==> src/sv/sob_pkg.sv <==
// Shared types and constants for the RGBA8 source-over blender.
package sob_pkg;

  localparam logic [7:0] CHAN_MAX  = 8'd255;
  localparam int         DIV_STEPS = 8;
  localparam int         NUM_CHAN  = 3;

  typedef struct packed {
    logic [7:0] src_red;
    logic [7:0] src_green;
    logic [7:0] src_blue;
    logic [7:0] src_alpha;
    logic [7:0] dst_red;
    logic [7:0] dst_green;
    logic [7:0] dst_blue;
    logic [7:0] dst_alpha;
  } pixel_t;

  typedef struct packed {
    logic [7:0] out_red;
    logic [7:0] out_green;
    logic [7:0] out_blue;
    logic [7:0] out_alpha;
  } blend_t;

  // After the first multiply: source colour times source alpha, and the
  // destination weight da*(255-sa).
  typedef struct packed {
    logic [7:0]                   sa;
    logic [7:0]                   da;
    logic [NUM_CHAN-1:0][15:0]    src_wt;
    logic [NUM_CHAN-1:0][7:0]     dst;
    logic [15:0]                  dst_wt;
  } prod_word_t;

  // Word moving along the divider cells.
  typedef struct packed {
    logic [15:0]                  divisor;
    logic [7:0]                   alpha;
    logic [NUM_CHAN-1:0][23:0]    rem;
    logic [NUM_CHAN-1:0][7:0]     quo;
  } div_word_t;

endpackage

==> src/sv/rgba8_source_over_blend.sv <==
// Top level of the RGBA8 source-over blender: product, sum and divider cells.
//
// Input channel pixel/pixel_valid/pixel_ready carries one source and one
// destination RGBA8 pixel with straight alpha; output channel
// blend/blend_valid/blend_ready carries the composite pixel.
// The word passes a chain of ten registered cells: one multiply cell, one
// sum cell that forms the combined alpha and the colour numerators, and
// eight divider cells, each settling one quotient bit for all three colour
// lanes. Throughput is one pixel per clock while blend_ready is held high;
// each cell holds one word and passes it on every cycle that its neighbour
// can take it. When the receiver stalls, words pile up in the cells;
// pixel_ready drops only once every cell holds a word, so bubbles in the
// chain are absorbed.
// Reset (rst, synchronous) empties every cell; no other state is kept.
module rgba8_source_over_blend
  import sob_pkg::*;
(
  input  logic   clk,
  input  logic   rst,
  input  logic   pixel_valid,
  output logic   pixel_ready,
  input  pixel_t pixel,
  output logic   blend_valid,
  input  logic   blend_ready,
  output blend_t blend
);

  logic       prod_valid;
  logic       prod_ready;
  prod_word_t prod_data;

  logic       chain_valid [DIV_STEPS+1];
  logic       chain_ready [DIV_STEPS+1];
  div_word_t  chain_data  [DIV_STEPS+1];

  sob_prod_cell u_prod (
    .clk      (clk),
    .rst      (rst),
    .up_valid (pixel_valid),
    .up_ready (pixel_ready),
    .up_data  (pixel),
    .dn_valid (prod_valid),
    .dn_ready (prod_ready),
    .dn_data  (prod_data)
  );

  sob_sum_cell u_sum (
    .clk      (clk),
    .rst      (rst),
    .up_valid (prod_valid),
    .up_ready (prod_ready),
    .up_data  (prod_data),
    .dn_valid (chain_valid[0]),
    .dn_ready (chain_ready[0]),
    .dn_data  (chain_data[0])
  );

  for (genvar i = 0; i < DIV_STEPS; i++) begin : g_div
    sob_div_cell #(
      .BIT (DIV_STEPS - 1 - i)
    ) u_cell (
      .clk      (clk),
      .rst      (rst),
      .up_valid (chain_valid[i]),
      .up_ready (chain_ready[i]),
      .up_data  (chain_data[i]),
      .dn_valid (chain_valid[i+1]),
      .dn_ready (chain_ready[i+1]),
      .dn_data  (chain_data[i+1])
    );
  end

  assign blend_valid              = chain_valid[DIV_STEPS];
  assign chain_ready[DIV_STEPS]   = blend_ready;
  assign blend.out_red            = chain_data[DIV_STEPS].quo[0];
  assign blend.out_green          = chain_data[DIV_STEPS].quo[1];
  assign blend.out_blue           = chain_data[DIV_STEPS].quo[2];
  assign blend.out_alpha          = chain_data[DIV_STEPS].alpha;

endmodule

==> src/sv/sob_prod_cell.sv <==
// First cell: colour-by-alpha and destination-weight products.
module sob_prod_cell
  import sob_pkg::*;
(
  input  logic       clk,
  input  logic       rst,
  input  logic       up_valid,
  output logic       up_ready,
  input  pixel_t     up_data,
  output logic       dn_valid,
  input  logic       dn_ready,
  output prod_word_t dn_data
);

  prod_word_t word_next;
  logic [7:0] sa_inv;

  always_comb begin
    sa_inv             = CHAN_MAX - up_data.src_alpha;
    word_next.sa       = up_data.src_alpha;
    word_next.da       = up_data.dst_alpha;
    word_next.src_wt[0] = up_data.src_red   * up_data.src_alpha;
    word_next.src_wt[1] = up_data.src_green * up_data.src_alpha;
    word_next.src_wt[2] = up_data.src_blue  * up_data.src_alpha;
    word_next.dst[0]   = up_data.dst_red;
    word_next.dst[1]   = up_data.dst_green;
    word_next.dst[2]   = up_data.dst_blue;
    word_next.dst_wt   = up_data.dst_alpha * sa_inv;
  end

  assign up_ready = !dn_valid || dn_ready;

  always_ff @(posedge clk) begin
    if (rst) begin
      dn_valid <= 1'b0;
    end else if (up_ready) begin
      dn_valid <= up_valid;
    end
  end

  always_ff @(posedge clk) begin
    if (up_valid && up_ready) begin
      dn_data <= word_next;
    end
  end

endmodule

==> src/sv/sob_sum_cell.sv <==
// Second cell: combined alpha, numerators and divider set-up.
module sob_sum_cell
  import sob_pkg::*;
(
  input  logic       clk,
  input  logic       rst,
  input  logic       up_valid,
  output logic       up_ready,
  input  prod_word_t up_data,
  output logic       dn_valid,
  input  logic       dn_ready,
  output div_word_t  dn_data
);

  div_word_t   word_next;
  logic [16:0] total;
  logic [16:0] alpha_sum;
  logic [24:0] numer [NUM_CHAN];
  logic        pass_dst;

  always_comb begin
    // A transparent source hands the destination straight through: a unit
    // divisor with zero remainder sets no quotient bits.
    pass_dst  = (up_data.sa == '0);
    total     = {1'b0, up_data.sa, 8'd0} - 17'(up_data.sa) + 17'(up_data.dst_wt);
    // Exact divide by 255 for any total up to 255*255.
    alpha_sum = {1'b0, total[15:0]} + 17'd1 + 17'(total[15:8]);
    for (int k = 0; k < NUM_CHAN; k++) begin
      numer[k] = {1'b0, up_data.src_wt[k], 8'd0} - 25'(up_data.src_wt[k])
               + 25'(up_data.dst[k]) * 25'(up_data.dst_wt);
    end
    word_next.divisor = pass_dst ? 16'd1 : total[15:0];
    word_next.alpha   = pass_dst ? up_data.da : alpha_sum[15:8];
    for (int k = 0; k < NUM_CHAN; k++) begin
      word_next.rem[k] = pass_dst ? 24'd0 : numer[k][23:0];
      word_next.quo[k] = pass_dst ? up_data.dst[k] : 8'd0;
    end
  end

  assign up_ready = !dn_valid || dn_ready;

  always_ff @(posedge clk) begin
    if (rst) begin
      dn_valid <= 1'b0;
    end else if (up_ready) begin
      dn_valid <= up_valid;
    end
  end

  always_ff @(posedge clk) begin
    if (up_valid && up_ready) begin
      dn_data <= word_next;
    end
  end

endmodule

==> src/sv/sob_div_cell.sv <==
// Divider cell: one restoring-division quotient bit for each colour lane.
module sob_div_cell
  import sob_pkg::*;
#(
  parameter int BIT = 7
) (
  input  logic      clk,
  input  logic      rst,
  input  logic      up_valid,
  output logic      up_ready,
  input  div_word_t up_data,
  output logic      dn_valid,
  input  logic      dn_ready,
  output div_word_t dn_data
);

  div_word_t   word_next;
  logic [24:0] shifted;
  logic [24:0] diff [NUM_CHAN];

  always_comb begin
    word_next = up_data;
    shifted   = 25'(up_data.divisor) << BIT;
    for (int k = 0; k < NUM_CHAN; k++) begin
      diff[k] = {1'b0, up_data.rem[k]} - shifted;
      // no borrow: keep the reduced remainder and set this quotient bit
      if (!diff[k][24]) begin
        word_next.rem[k]      = diff[k][23:0];
        word_next.quo[k][BIT] = 1'b1;
      end
    end
  end

  assign up_ready = !dn_valid || dn_ready;

  always_ff @(posedge clk) begin
    if (rst) begin
      dn_valid <= 1'b0;
    end else if (up_ready) begin
      dn_valid <= up_valid;
    end
  end

  always_ff @(posedge clk) begin
    if (up_valid && up_ready) begin
      dn_data <= word_next;
    end
  end

endmodule
==> config.mk <==
export PLATFORM = sky130hd
export DESIGN_NAME = rgba8_source_over_blend
export DESIGN_NICKNAME = d
export VERILOG_FILES = /design/src/sv/sob_pkg.sv /design/src/sv/rgba8_source_over_blend.sv /design/src/sv/sob_prod_cell.sv /design/src/sv/sob_sum_cell.sv /design/src/sv/sob_div_cell.sv
export SDC_FILE = /design/constraint.sdc
export NUM_CORES = 2
export LEC_CHECK = 0
export BUFFER_PORTS_ARGS = -buffer_cell sky130_fd_sc_hd__buf_4
export CAP_MARGIN = 25
export CORE_UTILIZATION = 45
export CTS_BUF_LIST = sky130_fd_sc_hd__clkbuf_4
export CTS_CLUSTER_DIAMETER = 60
export DETAILED_ROUTE_END_ITERATION = 16
export HOLD_SLACK_MARGIN = 0.12
export PLACE_DENSITY = 0.66
export REMOVE_ABC_BUFFERS = 1
export SLEW_MARGIN = 0
export SYNTH_ARGS = -nofsm -noshare
export SYNTH_HDL_FRONTEND = slang
export SYNTH_HIERARCHICAL = 1
export SYNTH_SLANG_ARGS = --single-unit
export TNS_END_PERCENT = 1
==> constraint.sdc <==
create_clock -name clk -period 6.7 [get_ports clk]
set_clock_uncertainty 0.2 [all_clocks]
set_input_delay 1.005 -clock clk [delete_from_list [all_inputs] [get_ports clk]]
set_output_delay 1.005 -clock clk [all_outputs]
set_load 0.05 [all_outputs]
==> flow_summary.json <==
{
  "status": "finished, final reports clean",
  "hold_class": "reg2reg",
  "tns_ns": 0,
  "syn_area_per_cell_um2": 10.7,
  "endpoint": "u_sum/dn_data[94]",
  "clk_pin_slew_ns": 0.06,
  "worst_pin_slew_ns": 1.14,
  "final_common_cell": "edfxtp_1",
  "min-delay-start": "g_div[2].u_cell/dn_data[103]",
  "cp.depth": 19,
  "crit_fanout": 17,
  "crit_buf_inv": 4,
  "grt_pass1_wl_um": 334000,
  "cts.repair.resized": 0,
  "reg2reg_depth": 19,
  "ant_nets": 0,
  "ctsHtreeMaxLevel": 5,
  "gr-usage-met2_pct": 42.1,
  "crit_path_frequent_cell": "fa_1",
  "critPathLaunchType": "flop",
  "layout_common_cells": "edfxtp_1 (1096), inv_1 (923), ha_1 (732), nand2_1 (603), fa_1 (508)",
  "crit_required_ns": 7.43,
  "finalMaxSlewViolations": 0,
  "viasPerCell": 5.43,
  "cts_sinks": 1106,
  "postCtsSetupBuffers": 0,
  "avgRoutedWirePerCell_um": 20.1,
  "dpl.hpwl_um": 171000,
  "drv_cap": 0,
  "grt.total_usage_pct": 23.1,
  "hold_violations": 0,
  "start_util_pct": 45.4,
  "worstSetupStartpoint": "u_prod/dn_data[5]",
  "drive_gt1_share_pct": 10.1,
  "gr-total-overflow": 0,
  "max_slew_margin_pct": 22.7,
  "grt_max_degree": 121,
  "cts_buffer_depth": 4,
  "antenna_found_initial": 4,
  "fmax_mhz": 157,
  "cpPeakStageDelay_ns": 0.98,
  "timing.final.crit_share_pct": 95.3,
  "cp_slowest_cell": "edfxtp_1",
  "setup-violations-final": 0,
  "worstPathArrival_ns": 7.12,
  "stdcell_area_um2": 90900,
  "layout_min_cycle_time_ns": 6.39,
  "rr_startpoint": "u_prod/dn_data[5]",
  "grt_use_met3_pct": 2.98,
  "rows": 157,
  "end_kind": "flop",
  "reg2reg_slack_ns": 0.31,
  "multiInputGateArea_um2": 45700,
  "r2r-end": "u_sum/dn_data[94]",
  "io_buffers": 101,
  "path_cells": "buf_4, nand2_1, fa_1, inv_1, fa_1, inv_1, fa_1, inv_1, fa_1, ha_1, ha_1, nor3_1, a211oi_1, a32o_1, a21o_1, o311ai_1, a31oi_1, xnor2_1, nor2_1",
  "dr.pass1.iters": 8,
  "cts_tree": "done",
  "clock_latency_ns": 1.27,
  "crit_type": "reg2reg",
  "synthCells": 7775,
  "drc": 0,
  "drt_wl_total_um": 215000,
  "placed_cell_area_um2": 86700,
  "dieArea_um2": 187000,
  "die_x_um": 432,
  "drt-initial-drc-count": 3362,
  "cts-root-buf": "clkbuf_4",
  "core_um2": 183000,
  "syn2layout_area_growth_pct": 9.11,
  "grt_setup_unrepaired": "no",
  "ios": 102,
  "fillers": 16700,
  "seqCellArea_um2": 33100,
  "place.gp.congestion": 0.945,
  "grt_pass1_vias": 60200,
  "cp_top_family": "adder cells",
  "nets": 9381,
  "num_vias": 58200,
  "die_h_um": 432,
  "numCtsBuffers": 316,
  "grt_busiest_layer": "met2",
  "synth_area_um2": 83300,
  "ys.warnings.count": 6,
  "use_met1_pct": 25.8
}
per-stage QoR:
step	worst slack, ns	instances	util, %	hold slack (ns)
after global routing	0.0319	10700	49.5	0.159
final	0.314	10700	49.5	0.180
after global placement	0.484	10200	47.2	0.200
after CTS	0.331	10700	49.5	0.131
after floorplan	0.982	7541	-	0.200
after detailed placement	0.393	10200	47.3	0.205
how the worst min path moves through the flow:
stage,to,depth (start not counted)
CTS,u_prod/dn_data[16],2
global placement,g_div[4].u_cell/dn_data[7],0
floorplan,g_div[0].u_cell/dn_data[0],0
global route,u_prod/dn_data[35],2
detailed placement,g_div[0].u_cell/dn_data[52],0
finish,g_div[3].u_cell/dn_data[103],0
layout make-up:
| type | instances | share of cell area (%) |
|---|---|---|
| Clock inverter | 85 | 0.588 |
| Sequential cell | 1106 | 36.4 |
| Tap cell | 2464 | 3.39 |
| Multi-Input combinational cell | 5511 | 50.3 |
| Timing Repair Buffer | 214 | 2.08 |
| Antenna cell | 11 | 0.0303 |
| Clock buffer | 407 | 3.36 |
| Inverter | 924 | 3.82 |
sequential cells by signal, summed over array words and instances, names as in the netlist:
register,count
g_div.u_cell/dn_data,872
u_sum/dn_data,120
u_prod/dn_data,104
g_div.u_cell/dn_valid,8
u_prod/dn_valid,1
u_sum/dn_valid,1
repair_timing:
item                                   in CTS  in global routing
endpoints found under the hold margin      73                  0
hold buffers                               53                  0
setup endpoints to repair                   0                  0
per-layer routing:
layer / share of wire, % / vias to the layer above
li1: - / 28000
met1: 39 / 28200
met2: 52 / 1442
met3: 3.6 / 491
met4: 5.8 / 0
met5: 0 / -
Power is not shown: default switching activity piles up to over one toggle a cycle in this logic, so the estimate is an artifact.
